## config.mk

```make
export PLATFORM = sky130hd
export DESIGN_NAME = echo_distance_moving_average_unit
export DESIGN_NICKNAME = d
export VERILOG_FILES = /design/src/rtl/edma_pkg.sv /design/src/rtl/edma_sdiv.sv /design/src/rtl/echo_distance_moving_average_unit.sv
export SDC_FILE = /design/constraint.sdc
export NUM_CORES = 1
export LEC_CHECK = 0
export ABC_AREA = 1
export BUFFER_PORTS_ARGS = -buffer_cell sky130_fd_sc_hd__buf_2
export CORE_MARGIN = 1
export CORE_UTILIZATION = 57
export CTS_BUF_LIST = sky130_fd_sc_hd__clkbuf_8
export DETAILED_ROUTE_END_ITERATION = 10
export HOLD_SLACK_MARGIN = 0.06
export PLACE_DENSITY_LB_ADDON = 0.2
export SLEW_MARGIN = 20
export SYNTH_ARGS = -nofsm -noshare
export SYNTH_HDL_FRONTEND = slang
export SYNTH_SLANG_ARGS = --single-unit
```

## constraint.sdc

```tcl
create_clock -name clk -period 3.7 [get_ports clk]
set_input_delay 0.37 -clock clk [delete_from_list [all_inputs] [get_ports clk]]
set_output_delay 0.37 -clock clk [all_outputs]
set_load 0.01 [all_outputs]
```

## src/rtl/edma_pkg.sv

```systemverilog
`timescale 1ns / 1ps

package edma_pkg;

  // field widths
  localparam int ECHO_W      = 20;
  localparam int DIST_W      = 13;
  localparam int Q8_W        = DIST_W + 8;
  localparam int IN_TDATA_W  = 24;
  localparam int OUT_TDATA_W = 16;
  localparam int OUT_TUSER_W = 2;

  // width in us to q8 mm: q8 = floor(width * 12800 / 291)
  localparam int CONV_MUL_W = 14;
  localparam int CONV_DIV_W = 9;
  localparam int PROD_W     = ECHO_W + CONV_MUL_W;
  localparam logic [CONV_MUL_W-1:0] CONV_MUL = 14'd12800;
  localparam logic [CONV_DIV_W-1:0] CONV_DIV = 9'd291;

  // register map
  localparam logic CFG_ECHO_TIMEOUT = 1'b0;
  localparam logic CFG_MAX_DIST     = 1'b1;

  localparam logic [ECHO_W-1:0] ECHO_TIMEOUT_RST = 20'd30000;
  localparam logic [DIST_W-1:0] MAX_DIST_RST     = 13'd4000;

endpackage

```

## src/rtl/edma_sdiv.sv

```systemverilog
`timescale 1ns / 1ps

// bit-serial restoring divider, one quotient bit per cycle
module edma_sdiv #(
  parameter int N_W = 34,
  parameter int D_W = 9
) (
  input  logic           clk,
  input  logic           rst_n,
  input  logic           start,
  input  logic [N_W-1:0] dividend,
  input  logic [D_W-1:0] divisor,   // held stable while running
  output logic           done,
  output logic [N_W-1:0] quotient
);

  localparam int C_W = $clog2(N_W + 1);

  logic [N_W-1:0] q_r,    q_nxt;
  logic [D_W-1:0] rem_r,  rem_nxt;
  logic [C_W-1:0] cnt_r,  cnt_nxt;
  logic           done_r, done_nxt;
  logic [D_W:0]   trial;
  logic [D_W:0]   diff;
  logic           ge;

  assign trial = {rem_r, q_r[N_W-1]};
  assign ge    = trial >= {1'b0, divisor};
  assign diff  = trial - {1'b0, divisor};

  always_comb begin
    q_nxt    = q_r;
    rem_nxt  = rem_r;
    cnt_nxt  = cnt_r;
    done_nxt = 1'b0;
    if (start) begin
      q_nxt   = dividend;
      rem_nxt = '0;
      cnt_nxt = C_W'(N_W);
    end else if (cnt_r != '0) begin
      q_nxt    = {q_r[N_W-2:0], ge};
      rem_nxt  = ge ? diff[D_W-1:0] : trial[D_W-1:0];
      cnt_nxt  = cnt_r - 1'b1;
      done_nxt = (cnt_r == C_W'(1));
    end
  end

  always_ff @(posedge clk) begin
    if (!rst_n) begin
      cnt_r  <= '0;
      done_r <= 1'b0;
    end else begin
      cnt_r  <= cnt_nxt;
      done_r <= done_nxt;
    end
    q_r   <= q_nxt;
    rem_r <= rem_nxt;
  end

  assign done     = done_r;
  assign quotient = q_r;

endmodule

```

## src/rtl/echo_distance_moving_average_unit.sv

```systemverilog
`timescale 1ns / 1ps
// path to result valid: S_IDLE accepts, S_LOAD starts the conversion divider, S_CONV
//   waits for it, filtered items pass S_WIN, S_AVG0 and S_AVG (a divider over SUM_W - 8
//   bits, SUM_W = 21 + clog2(WINDOW + 1)) and all items end in S_DONE
// throughput: one item at a time; the next is accepted the cycle after the result loads
// reset: synchronous active-low rst_n empties the window, restores register
//   defaults (timeout 30000 us, max distance 4000 mm) and drops out_tvalid
module echo_distance_moving_average_unit import edma_pkg::*; #(
  parameter int WINDOW = 5
) (
  input  logic                   clk,
  input  logic                   rst_n,
  // input stream
  input  logic                   in_tvalid,
  output logic                   in_tready,
  input  logic [IN_TDATA_W-1:0]  in_tdata,   // [19:0] echo_us, [23:20] zero
  input  logic                   in_tuser,   // [0] use_filter
  // result stream
  output logic                   out_tvalid,
  input  logic                   out_tready,
  output logic [OUT_TDATA_W-1:0] out_tdata,  // [12:0] distance_mm, [15:13] zero
  output logic [OUT_TUSER_W-1:0] out_tuser,  // [0] timed_out, [1] clamped
  // configuration
  input  logic                   cfg_wr_en,
  input  logic                   cfg_addr,
  input  logic [ECHO_W-1:0]      cfg_wdata
);

  localparam int CNT_W = $clog2(WINDOW + 1);
  localparam int IDX_W = (WINDOW > 1) ? $clog2(WINDOW) : 1;
  localparam int SUM_W = Q8_W + CNT_W;
  localparam int NUM_W = SUM_W - 8;

  typedef enum logic [6:0] {
    S_IDLE = 7'b0000001,
    S_LOAD = 7'b0000010,
    S_CONV = 7'b0000100,
    S_WIN  = 7'b0001000,
    S_AVG0 = 7'b0010000,
    S_AVG  = 7'b0100000,
    S_DONE = 7'b1000000
  } state_t;

  state_t            state_r,   state_nxt;
  logic [ECHO_W-1:0] tmo_r,     tmo_nxt;
  logic [DIST_W-1:0] maxd_r,    maxd_nxt;
  logic [ECHO_W-1:0] width_r,   width_nxt;
  logic              timed_r,   timed_nxt;
  logic              filt_r,    filt_nxt;
  logic [Q8_W-1:0]   q8_r,      q8_nxt;
  logic              clip_r,    clip_nxt;
  logic [DIST_W-1:0] dist_r,    dist_nxt;
  logic [CNT_W-1:0]  cnt_r,     cnt_nxt;
  logic [IDX_W-1:0]  old_r,     old_nxt;
  logic [SUM_W-1:0]  sum_r,     sum_nxt;
  logic              ovld_r,    ovld_nxt;
  logic [DIST_W-1:0] odist_r,   odist_nxt;
  logic              otimed_r,  otimed_nxt;
  logic              oclip_r,   oclip_nxt;

  // window samples, only read once written, so no reset
  logic [Q8_W-1:0]   win_r [WINDOW];
  logic              win_we;
  logic [IDX_W-1:0]  win_idx;
  // oldest sample, read every cycle; the window is never written while converting
  logic [Q8_W-1:0]   win_old_r;

  logic [ECHO_W-1:0] echo_in;
  logic              in_xfer;
  logic              out_free;

  logic              conv_start, conv_done;
  logic [PROD_W-1:0] conv_dividend, conv_q;
  logic              avg_start, avg_done;
  logic [SUM_W-1:0]  avg_rnd;
  logic [NUM_W-1:0]  avg_q;
  logic [Q8_W-1:0]   limit;
  logic              over;
  logic [Q8_W-1:0]   q8_clamped;

  assign echo_in   = in_tdata[ECHO_W-1:0];
  assign in_tready = rst_n && (state_r == S_IDLE);
  assign in_xfer   = in_tvalid && in_tready;
  assign out_free  = !ovld_r || out_tready;

  // width * 12800 / 291, one quotient bit per cycle
  assign conv_start    = (state_r == S_LOAD);
  assign conv_dividend = PROD_W'(width_r) * PROD_W'(CONV_MUL);

  edma_sdiv #(
    .N_W (PROD_W),
    .D_W (CONV_DIV_W)
  ) u_conv_div (
    .clk      (clk),
    .rst_n    (rst_n),
    .start    (conv_start),
    .dividend (conv_dividend),
    .divisor  (CONV_DIV),
    .done     (conv_done),
    .quotient (conv_q)
  );

  // clamp to max distance in q8
  assign limit      = {maxd_r, 8'd0};
  assign over       = conv_q > PROD_W'(limit);
  assign q8_clamped = over ? limit : conv_q[Q8_W-1:0];

  // rounded average: floor((sum + cnt*128) / 256) / cnt
  assign avg_start = (state_r == S_AVG0);
  assign avg_rnd   = sum_r + (SUM_W'(cnt_r) << 7);

  edma_sdiv #(
    .N_W (NUM_W),
    .D_W (CNT_W)
  ) u_avg_div (
    .clk      (clk),
    .rst_n    (rst_n),
    .start    (avg_start),
    .dividend (avg_rnd[SUM_W-1:8]),
    .divisor  (cnt_r),
    .done     (avg_done),
    .quotient (avg_q)
  );

  always_comb begin
    state_nxt  = state_r;
    tmo_nxt    = tmo_r;
    maxd_nxt   = maxd_r;
    width_nxt  = width_r;
    timed_nxt  = timed_r;
    filt_nxt   = filt_r;
    q8_nxt     = q8_r;
    clip_nxt   = clip_r;
    dist_nxt   = dist_r;
    cnt_nxt    = cnt_r;
    old_nxt    = old_r;
    sum_nxt    = sum_r;
    ovld_nxt   = ovld_r;
    odist_nxt  = odist_r;
    otimed_nxt = otimed_r;
    oclip_nxt  = oclip_r;
    win_we     = 1'b0;
    win_idx    = old_r;

    // register writes must only come while idle; the block itself does not enforce this
    if (cfg_wr_en) begin
      case (cfg_addr)
        CFG_ECHO_TIMEOUT: tmo_nxt  = cfg_wdata;
        CFG_MAX_DIST:     maxd_nxt = cfg_wdata[DIST_W-1:0];
        default: ;
      endcase
    end

    if (ovld_r && out_tready) begin
      ovld_nxt = 1'b0;
    end

    case (state_r)
      S_IDLE: begin
        if (in_xfer) begin
          // no echo or echo past timeout uses the timeout width
          timed_nxt = (echo_in == '0) || (echo_in > tmo_r);
          width_nxt = timed_nxt ? tmo_r : echo_in;
          filt_nxt  = in_tuser;
          state_nxt = S_LOAD;
        end
      end
      S_LOAD: begin
        state_nxt = S_CONV;
      end
      S_CONV: begin
        if (conv_done) begin
          q8_nxt    = q8_clamped;
          clip_nxt  = over;
          dist_nxt  = q8_clamped[Q8_W-1:8];
          state_nxt = filt_r ? S_WIN : S_DONE;
        end
      end
      S_WIN: begin
        win_we = 1'b1;
        if (cnt_r < CNT_W'(WINDOW)) begin
          // still filling from empty
          win_idx = cnt_r[IDX_W-1:0];
          cnt_nxt = cnt_r + 1'b1;
          sum_nxt = sum_r + SUM_W'(q8_r);
        end else begin
          // full: replace the oldest sample
          win_idx = old_r;
          sum_nxt = sum_r - SUM_W'(win_old_r) + SUM_W'(q8_r);
          old_nxt = (old_r == IDX_W'(WINDOW - 1)) ? '0 : old_r + 1'b1;
        end
        state_nxt = S_AVG0;
      end
      S_AVG0: begin
        state_nxt = S_AVG;
      end
      S_AVG: begin
        if (avg_done) begin
          dist_nxt  = avg_q[DIST_W-1:0];
          state_nxt = S_DONE;
        end
      end
      S_DONE: begin
        // wait for the output register to free up
        if (out_free) begin
          ovld_nxt   = 1'b1;
          odist_nxt  = dist_r;
          otimed_nxt = timed_r;
          oclip_nxt  = clip_r;
          state_nxt  = S_IDLE;
        end
      end
      default: begin
        state_nxt = S_IDLE;
      end
    endcase
  end

  always_ff @(posedge clk) begin
    if (!rst_n) begin
      state_r <= S_IDLE;
      tmo_r   <= ECHO_TIMEOUT_RST;
      maxd_r  <= MAX_DIST_RST;
      cnt_r   <= '0;
      old_r   <= '0;
      sum_r   <= '0;
      ovld_r  <= 1'b0;
    end else begin
      state_r <= state_nxt;
      tmo_r   <= tmo_nxt;
      maxd_r  <= maxd_nxt;
      cnt_r   <= cnt_nxt;
      old_r   <= old_nxt;
      sum_r   <= sum_nxt;
      ovld_r  <= ovld_nxt;
    end
    width_r  <= width_nxt;
    timed_r  <= timed_nxt;
    filt_r   <= filt_nxt;
    q8_r     <= q8_nxt;
    clip_r   <= clip_nxt;
    dist_r   <= dist_nxt;
    odist_r  <= odist_nxt;
    otimed_r <= otimed_nxt;
    oclip_r  <= oclip_nxt;
  end

  always_ff @(posedge clk) begin
    if (win_we) begin
      win_r[win_idx] <= q8_r;
    end
    win_old_r <= win_r[old_r];
  end

  assign out_tvalid = ovld_r;
  assign out_tdata  = {(OUT_TDATA_W - DIST_W)'(0), odist_r};
  assign out_tuser  = {oclip_r, otimed_r};

endmodule

```

# --- Word-level counts from Yosys, hierarchy flattened ---
# Memory sizes are Yosys's and may differ from the RTL's. A register that Yosys moved wholly into a read port is not among the register bits.
# Cells that the tools add are included.
word_totals:
  latch_bits: 0
  romBits: 0
  out_inout_bits: 20
  mem_bits_rw: 105
  input_bits: 51
  n_memories: 1
  ff_bits: 218
classes:
  reduce_logical: 25
  shift: 0
  n_div: 0
  multipliers: 1
  n_eq_ne: 14
  bitwise_logic: 5
  n_lt_le_gt_ge: 5
  n_addsub: 10
  n_mux: 31
mem_list:
  columns: ["memory", "words", "word_bits", "rd", "rd_ports_with_merged_regs", "write_ports", "line", "source"]
  rows:
  - ["win_r", 5, 21, 1, 1, 1, "echo_distance_moving_average_unit.sv:62", "logic [Q8_W-1:0] win_r [WINDOW];"]
op_table:
  columns: ["operator", "count"]
  rows:
  - ["$mux 34", 2]
  - ["$pmux 7 s7", 1]
  - ["$add 24x21->24", 2]
  - ["$mux 7", 5]
  - ["$gt 34x21->1", 1]
  - ["$mux 16", 2]
  - ["$mux 13", 2]
  - ["$pmux 13 s2", 1]
  - ["$mul 20x5->25 const B", 1]
  - ["$add 24x10->24", 1]
  - ["$mux 24", 1]
  - ["$sub 24x21->24", 1]
  - ["$mux 21", 1]
  - ["$gt 20x20->1", 1]
  - ["$logic_not 20->1", 1]
  - ["$mux 20", 1]
  - ["$reduce_and 2->1", 7]
  - ["$mux 3", 4]
  - ["$mux 6", 2]
  - ["$ge 10x9->1 const B", 1]
  - ["$mux 5", 2]
  - ["$mux 9", 1]
  - ["$sub 9x9->9 const B", 1]
  - ["$eq 7x1->1 const B", 1]
  - ["other kinds (29)", 48]

# --- Longest topological paths before layout ---
# Gate-level depths: netlist of run 1.
logic_depth:
  depth_word: 5
  mapped_depth: 18
  ltp_nobuf: 18

# --- Hierarchy ---
# A second synthesis of run 1 with hierarchy kept.
hier_totals:
  cells_unflattened: 2692
  hier_area_um2: 21654.5
modules_own_cells:
  columns: ["module", "cells_each", "n_inst", "seq_area_each_um2", "area_each_um2"]
  rows:
  - ["echo_distance_moving_average_unit", 2199, 1, 7156.9, 17593.1]
  - ["edma_sdiv (u_conv_div)", 354, 1, 1341.3, 2802.7]
  - ["edma_sdiv (u_avg_div)", 139, 1, 660.6, 1258.7]

# --- Worst setup path after synthesis of run 1 ---
# OpenSTA, ideal clock, no wires.
synth_timing:
  kind: "flip-flop to flip-flop"
  start: "register state_r[4]"
  end: "memory win_r[1][0] in the netlist's numbering, enable pin"
  t_required_ns: 3.275
  n_path_buf: 0
  stages_incl_launch_ff: 9
  setup_slack_ns: 0.611
  t_arrival_ns: 2.664
  cell_sequence: "dfxtp_1 nor2_1 nand2_1 inv_2 nand4_4 a21oi_4 o21ai_0 or2_0 nor3_1"
synth_between:
  elab_chain_cells: 4
  elab_cells_between_ends: 5
  classes_between: "eq/ne (1); mux (4)"
synth_lines:
  columns: ["element", "line", "source"]
  rows:
  - ["start, declared", "echo_distance_moving_average_unit.sv:44", "state_t state_r, state_nxt;"]
  - ["start signal, assigned", "echo_distance_moving_average_unit.sv:229", "state_r <= state_nxt;"]
  - ["$eq 7x4->1 *", "echo_distance_moving_average_unit.sv:158", "case (state_r)"]
  - ["$mux 1", "echo_distance_moving_average_unit.sv:158", null]
  - ["$mux 1", "echo_distance_moving_average_unit.sv:249", "if (win_we) begin"]
  - ["$mux 1 (not written as such)", "echo_distance_moving_average_unit.sv:250", "win_r[win_idx] <= q8_r;"]
  - ["end, declared", "echo_distance_moving_average_unit.sv:62", null]
# Every way passes the cells marked *; elsewhere a longest branch is shown, timed or not.

# --- Worst setup path in the final report of run 1 ---
layout_timing:
  start: "register width_r[8]"
  end: "register u_conv_div.q_r[26] (netlist: u_conv_div.quotient[26]), data pin"
layout_between:
  elab_chain_cells: 2
layout_lines:
  columns: ["element", "line", "source"]
  rows:
  - ["start, declared", "echo_distance_moving_average_unit.sv:47", "logic [ECHO_W-1:0] width_r, width_nxt;"]
  - ["start signal, assigned", "echo_distance_moving_average_unit.sv:237", "width_r <= width_nxt;"]
  - ["$mul 20x5->25", "echo_distance_moving_average_unit.sv:88", "assign conv_dividend = PROD_W'(width_r) * PROD_W'(CONV_MUL);"]
  - ["$mux 34", "edma_sdiv.sv:36", "if (start) begin"]
  - ["named net u_conv_div.q_nxt[26]", "edma_sdiv.sv:19", "logic [N_W-1:0] q_r, q_nxt;"]
  - ["end signal, assigned", "edma_sdiv.sv:56", "q_r <= q_nxt;"]
  - ["end, declared", "edma_sdiv.sv:19", null]
# The timed path passes the listed nets, and every way through them passes these cells.
# A chain may end at the register's enable or synchronous reset.

==> summary.md, run 1 <==
| Metric | Value |
|---|---|
| Status | `finished, final reports clean` |
| Sequential share of the synthesized area | `a little over two fifths` |
| P_int | `approximately 8.1 mW` |
| Ys async rst share | `0%` |
| Setup tns final | `0 ns` |
| PD cells | `between 500 and 600 mW/mm^2` |
| Leakage | `approximately 11 nW` |
| Power Total | `around 13 mW` |
| Layout Nets | `around 3000` |
| Most frequent cells in the layout | `nand2_1, inv_1, nor2_1` |
| Routed len/inst | `17.76 um` |
| Final Hold Slack | `0.09461 ns` |
| Setup crit end kind | `flip-flop` |
| Worst endpoint required time | `between 4 and 5 ns` |
| Starting Density | `just under 60%` |
| Worst setup SP type | `flip-flop` |
| Cell area after layout | `~0.023 mm^2` |
| Origin of the worst setup path | `width_r[8]$_DFFE_PP_` |
| Largest net degree at the start of global routing | `46` |
| Post-DP Area | `between 0.02 and 0.025 mm^2` |
| Routed Antenna Nets | `0` |
| WP data arrival | `between 3 and 4 ns` |
| Max-capacitance violation count | `0` |
| Core area | `0.03661 mm^2` |
| Width of the die | `approximately 190 um` |
| Antenna Cells | `0` |
| Final period util | `94.37%` |
| Endpoints failing hold | `0` |
| Cts bufs inserted | `56` |
| # clock sinks | `344` |
| Synth Area per Inst | `around 8.0 um^2` |
| Worst skew pair latency | `between 0.6 and 0.7 ns` |
| Area delta synth->final | `10.70%` |
| Drt initial violations | `roughly 1200` |
| CP max FO | `5` |
| Final count of pins violating max slew | `0` |
| Fmax achieved | `286.4 MHz` |
| Comb pwr share | `between 30% and 40%` |
| Yosys reg bits | `~340` |
| I/O Pins | `~70` |
| Die H | `approximately 190 um` |
| Crit Path Category | `flip-flop to flip-flop` |
| Worst slew margin | `between 40 and 50%` |
| Hold WC Path Type | `primary input to flip-flop` |
| CTS tree | `yes` |
| Share of cells above drive strength 1 | `about 8%` |
| Post CTS Setup Buffer Count | `0` |
| RSZ-0062 raised after global routing | `false` |
| Congestion Overflow GR | `0` |
| Clock buffer depth | `3` |
| Min-delay src | `in_tdata[6]` |
| Via count | `17950` |
| Vias in the first global route | `~18000` |
| Global-route total usage across every layer | `between 30 and 40%` |
| Commonest non-fill, non-tap cell in the layout | `nand2_1` |
| Final wirelength | `58100 um` |
| Initial antenna violation count | `0` |
| FF-to-FF Start | `width_r[8]$_DFFE_PP_` |
| Yosys warns | `0` |
| Synth unique cells | `48` |
| IO buf count | `63` |
| Die footprint | `approximately 0.038 mm^2` |
| Fill cells | `between 3000 and 4000` |
| DRC errors left | `0` |
| Most used DFF post-synth | `edfxtp_1` |
| HPWL Detailed | `around 44000 um` |
| Final setup violation count | `0` |
| Skew final | `about 0.021 ns` |
| Worst slew pin tran | `0.8539 ns` |
| Placer Congestion | `roughly 0.94` |
| P_sw | `roughly 4.9 mW` |
| Iteration count of the initial detailed-routing pass | `8` |
| First-pass GRT wire length | `about 90000 um` |
| Via density per instance | `around 5.5` |
| Clk pin slew, worst setup/hold paths | `0.07 ns` |
| Max VDD drop | `about 0.45 mV` |
| Sequential power share | `between 30% and 40%` |
| Htree depth | `2` |
| Post-Syn Instances | `~2600` |
| Site Rows | `70` |
| Clock Power Share | `between 20 and 30%` |
| Placed instance count | `around 3100` |
| Switching share of power | `a little under two fifths` |
| Non-Filler Instances | `approximately 3300` |
| Tmin final | `approximately 3.5 ns` |
| Root Driver | `clkbuf_8` |
| Post-Syn Area | `~0.021 mm^2` |
| EDFF count, synth | `about 220` |
==> Yosys cell counts, types with 22 or more instances <==
library cell	count	area, um^2
ha_1	158	1977
clkbuf_1	40	150.1
nand3_1	199	996.0
nand2_1	608	2282
o21ai_0	132	660.6
dfxtp_1	126	2522
a31oi_1	26	162.7
o211ai_1	22	165.2
a21oi_1	138	690.7
nor2_1	252	945.9
nand4_1	30	187.7
inv_1	451	1693
edfxtp_1	218	6546
fa_1	39	780.8
==> logic make-up after synthesis <==
family	Yosys count	share of synthesized area (%)
simple gates	1180	23.63
fa+ha+maj	197	13.03
compound gates	364	9.616
xor+xnor	28	1.158
other cells	1	0.01771
buf+inv	531	9.716
flops	344	42.84
==> metal layers <==
metal  global-route usage [%]  vias up  wire length (um)
li1                         -     8857                 -
met1                    38.70     8302             23900
met2                    53.62      644             27620
met3                    3.783      147              3733
met4                    15.61        0              2849
met5                        0        -                 0
==> what timing repair did <==
item / 4_1_cts / 5_1_grt
hold buffers: 25 / 0
endpoints found under the hold margin: 34 / 0
resized for setup: 0 / 0
==> critical path, cell delays in order, from the launching register on <==
cell and delay [ns]:
edfxtp_1 0.43, ha_1 0.32, ha_1 0.28, inv_1 0.05, fa_1 0.49, inv_1 0.04
ha_1 0.37, a21oi_1 0.34, o21ai_0 0.21, a21oi_1 0.17, o21ai_0 0.12, or2_2 0.29
nand3_1 0.08, nand2_1 0.06
==> power groups by stage <==
stage | combinational, mW | clock [mW] | sequential [mW]
6_report | 4.51 | 3.34 | 5.15
5_1_grt | 5.16 | 3.54 | 5.21
4_1_cts | 4.51 | 3.39 | 5.15
3_5_place_dp | 4.43 | 0 | 5.22
3_3_place_gp | 4.31 | 0 | 5.19
2_1_floorplan | 3.36 | 0 | 5.12
==> stage by stage <==
step | utilization, % | worst slack (ns)
floorplan | - | 0.6108
global placement | 60.22 | 0.2609
detailed placement | 60.22 | 0.2118
CTS | 64.02 | 0.1964
global route | 64.02 | 0.01091
finish | 64.02 | 0.2082
==> sequential cells by signal, indices dropped and copies added, names as in the netlist, 16 cells and up <==
name / cells
q8_r: 21
u_conv_div.quotient: 34
width_r: 20
win_r: 105
win_old_r: 21
sum_r: 24
tmo_r: 20
u_avg_div.quotient: 16
==> path summary, 6_finish.rpt <==
path                                                     endpoint  slack, ns  depth (start not counted)
worst max-delay path            u_conv_div.quotient[26]$_DFFE_PP_       0.21                         13
worst min-delay path                         width_r[6]$_DFFE_PP_       0.09                          3
worst max register to register  u_conv_div.quotient[26]$_DFFE_PP_       0.21                         13
worst min register to register               odist_r[1]$_DFFE_PP_       0.42                          0
==> layout make-up <==
type                       instances  area, um^2  share of cell area (%)
clock buffer                      64       880.8                   3.758
clock inverter                    41       257.7                   1.100
inverter                         459        1723                   7.351
multi-input combinational       1772       10080                   43.01
sequential                       344        9069                   38.70
tap                              468       585.6                   2.499
timing repair buffer             123       840.8                   3.588
Power figures use the tool's default switching activity.
==> run 2, diff against run 1 <==
CORE_ASPECT_RATIO = 1.5   (was not set)
RECOVER_POWER = 25   (was not set)
==> summary.md, run 2 (same netlist as run 1, synthesis figures left out) <==
| Metric | Value |
|---|---|
| CTS tree | `yes` |
| Commonest non-fill, non-tap cell in the layout | `nand2_1` |
| Top reg by flops | `win_r` |
| Leakage | `~11 nW` |
| Worst slew margin | `-78.32%` |
| IO buf count | `63` |
| Worst R2R Setup Slack | `0.23 ns` |
| Non-Filler Instances | `3269` |
| RSZ-0062 raised after global routing | `false` |
| Post CTS Setup Buffer Count | `0` |
| Final count of pins violating max slew | `51` |
| Pre-CTS setup slack | `around 0.26 ns` |
| Failing checks | `max-capacitance violations, max-slew violations` |
| Congestion Overflow GR | `0` |
| FF+latch area | `just over 0.009 mm^2` |
| R2R Path End | `u_conv_div.quotient[21]$_DFFE_PP_` |
| # clock sinks | `~340` |
| Drt initial violations | `approximately 1200` |
| Clk pin slew, worst setup/hold paths | `roughly 0.070 ns` |
| WHS Endpoint | `tmo_r[1]$_SDFFE_PN0P_` |
| Power Total | `between 10 and 15 mW` |
| Skew final | `about 0.027 ns` |
| Placed instance count | `~3200` |
| Clock buffer depth | `3` |
| Hold depth | `3` |
| Max-capacitance violation count | `1` |
| Max VDD drop | `just over 0.5 mV` |
| Starting Density | `57.70%` |
| FF-to-FF Start | `width_r[3]$_DFFE_PP_` |
| Share of cells above drive strength 1 | `under 10%` |
| Htree depth | `2` |
| Width of the die | `about 160 um` |
| Post-route setup slack | `about 0.23 ns` |
| CP max FO | `5` |
| Final period util | `a little over nine tenths` |
| Core area | `roughly 0.037 mm^2` |
| Placer Congestion | `between 0.9 and 1` |
| Site Rows | `86` |
| Min-delay src | `cfg_wdata[1]` |
| R2r worst-path depth | `13` |
| Hold_buf cts | `14` |
| Fmax achieved | `between 200 and 300 MHz` |
| Crit Path Category | `flip-flop to flip-flop` |
| Largest net degree at the start of global routing | `51` |
| Fill cells | `between 3000 and 4000` |
| Final wirelength | `~60000 um` |
| Tmin final | `3.466 ns` |
| I/O Pins | `71` |
| Most frequent cells in the layout | `nand2_1, inv_1, nor2_1` |
| Worst skew pair latency | `around 0.60 ns` |
| Hold WC Path Type | `primary input to flip-flop` |
| WP data arrival | `roughly 3.8 ns` |
| HPWL Detailed | `around 47000 um` |
| Via count | `17780` |
| Endpoints failing hold | `0` |
| Root Driver | `clkbuf_8` |
| DRC errors left | `0` |
| Iteration count of the initial detailed-routing pass | `6` |
| Setup crit end kind | `flip-flop` |
| Final Util | `about 63%` |
| Cts bufs inserted | `50` |
| Area delta synth->final | `9.705%` |
| Layout Nets | `roughly 3000` |
| Final setup violation count | `0` |
| First-pass GRT wire length | `roughly 93000 um` |
| Setup tns final | `0 ns` |
| Routed len/inst | `approximately 18 um` |
| PD cells | `between 500 and 600 mW/mm^2` |
| Via density per instance | `about 5.4` |
| Vias in the first global route | `17850` |
| Die footprint | `around 0.038 mm^2` |
| Die H | `~240 um` |
| Status | `finished, violations left` |
| Worst endpoint required time | `between 4 and 5 ns` |
| Max FFs per register | `approximately 110` |
| Worst slew pin tran | `~2.7 ns` |
| Worst setup SP type | `flip-flop` |
| Cell area after layout | `~0.023 mm^2` |
| Global-route total usage across every layer | `approximately a third` |
| Footprint of the multi-input gates | `between 0.01 and 0.015 mm^2` |
| Final Hold Slack | `0.09028 ns` |
| Routed Antenna Nets | `0` |
| Post-DP Area | `about 0.022 mm^2` |
| Post_cts resized | `0` |
| Initial antenna violation count | `1` |
[run 2: cell count changes in the layout (fill, tap and decap cells not counted), moves of 2 or more]
cell and change:
inv_12 -2, dlygate4sd3_1 -11, clkbuf_8 -8, clkinvlp_4 -3, buf_4 -3, clkinv_2 +2, clkbuf_1 +9, inv_6 +2
inv_1 -6
[run 2: layout make-up]
type | count | area share, %
Clock buffer | 56 | 3.319
Clock inverter | 37 | 1.077
Multi-Input combinational cell | 1772 | 43.43
Timing Repair Buffer | 116 | 3.087
Antenna cell | 1 | 0.01077
Tap cell | 484 | 2.607
Inverter | 459 | 7.418
Sequential cell | 344 | 39.05
[run 2: worst max-delay path by stage]
stage | start | to | slack [ns] | cells after the start
4_1_cts | width_r[8]$_DFFE_PP_ | u_conv_div.quotient[26]$_DFFE_PP_ | 0.26 | 13
5_1_grt | width_r[8]$_DFFE_PP_ | u_conv_div.quotient[26]$_DFFE_PP_ | 0.03 | 13
3_3_place_gp | width_r[8]$_DFFE_PP_ | u_conv_div.quotient[26]$_DFFE_PP_ | 0.28 | 13
3_5_place_dp | width_r[3]$_DFFE_PP_ | u_conv_div.quotient[26]$_DFFE_PP_ | 0.26 | 11
2_1_floorplan | state_r[4]$_SDFFE_PN0P_ | win_r[1][0]$_DFFE_PP_ | 0.61 | 8
6_report | width_r[3]$_DFFE_PP_ | u_conv_div.quotient[21]$_DFFE_PP_ | 0.23 | 13
[run 2: routing by layer]
metal | wire (um) | part of all wire [%] | up-vias | global-route usage [%]
li1 | - | - | 8821 | -
met1 | 20890 | 35 | 8257 | 31.21
met2 | 32000 | 54 | 522 | 62.40
met3 | 2240 | 3.8 | 181 | 2.868
met4 | 4588 | 7.7 | 0 | 22.76
met5 | 0 | 0 | - | 0
[run 2: worst max-delay path: stages (launching register included)]
cell      delay (ns)
edfxtp_1        0.44
ha_1            0.32
ha_1            0.27
inv_1           0.05
fa_1            0.49
inv_1           0.05
ha_1            0.35
a21oi_1         0.21
nand2_1         0.19
a21boi_2        0.26
o21ai_0         0.20
xor2_1          0.20
nand2_1         0.09
o31ai_1         0.07
[run 2: power breakdown]
part           internal, mW  switching [mW]  total, mW
clock network          1.62            1.49       3.11
registers              4.81           0.366       5.18
logic                  1.54            2.96       4.49
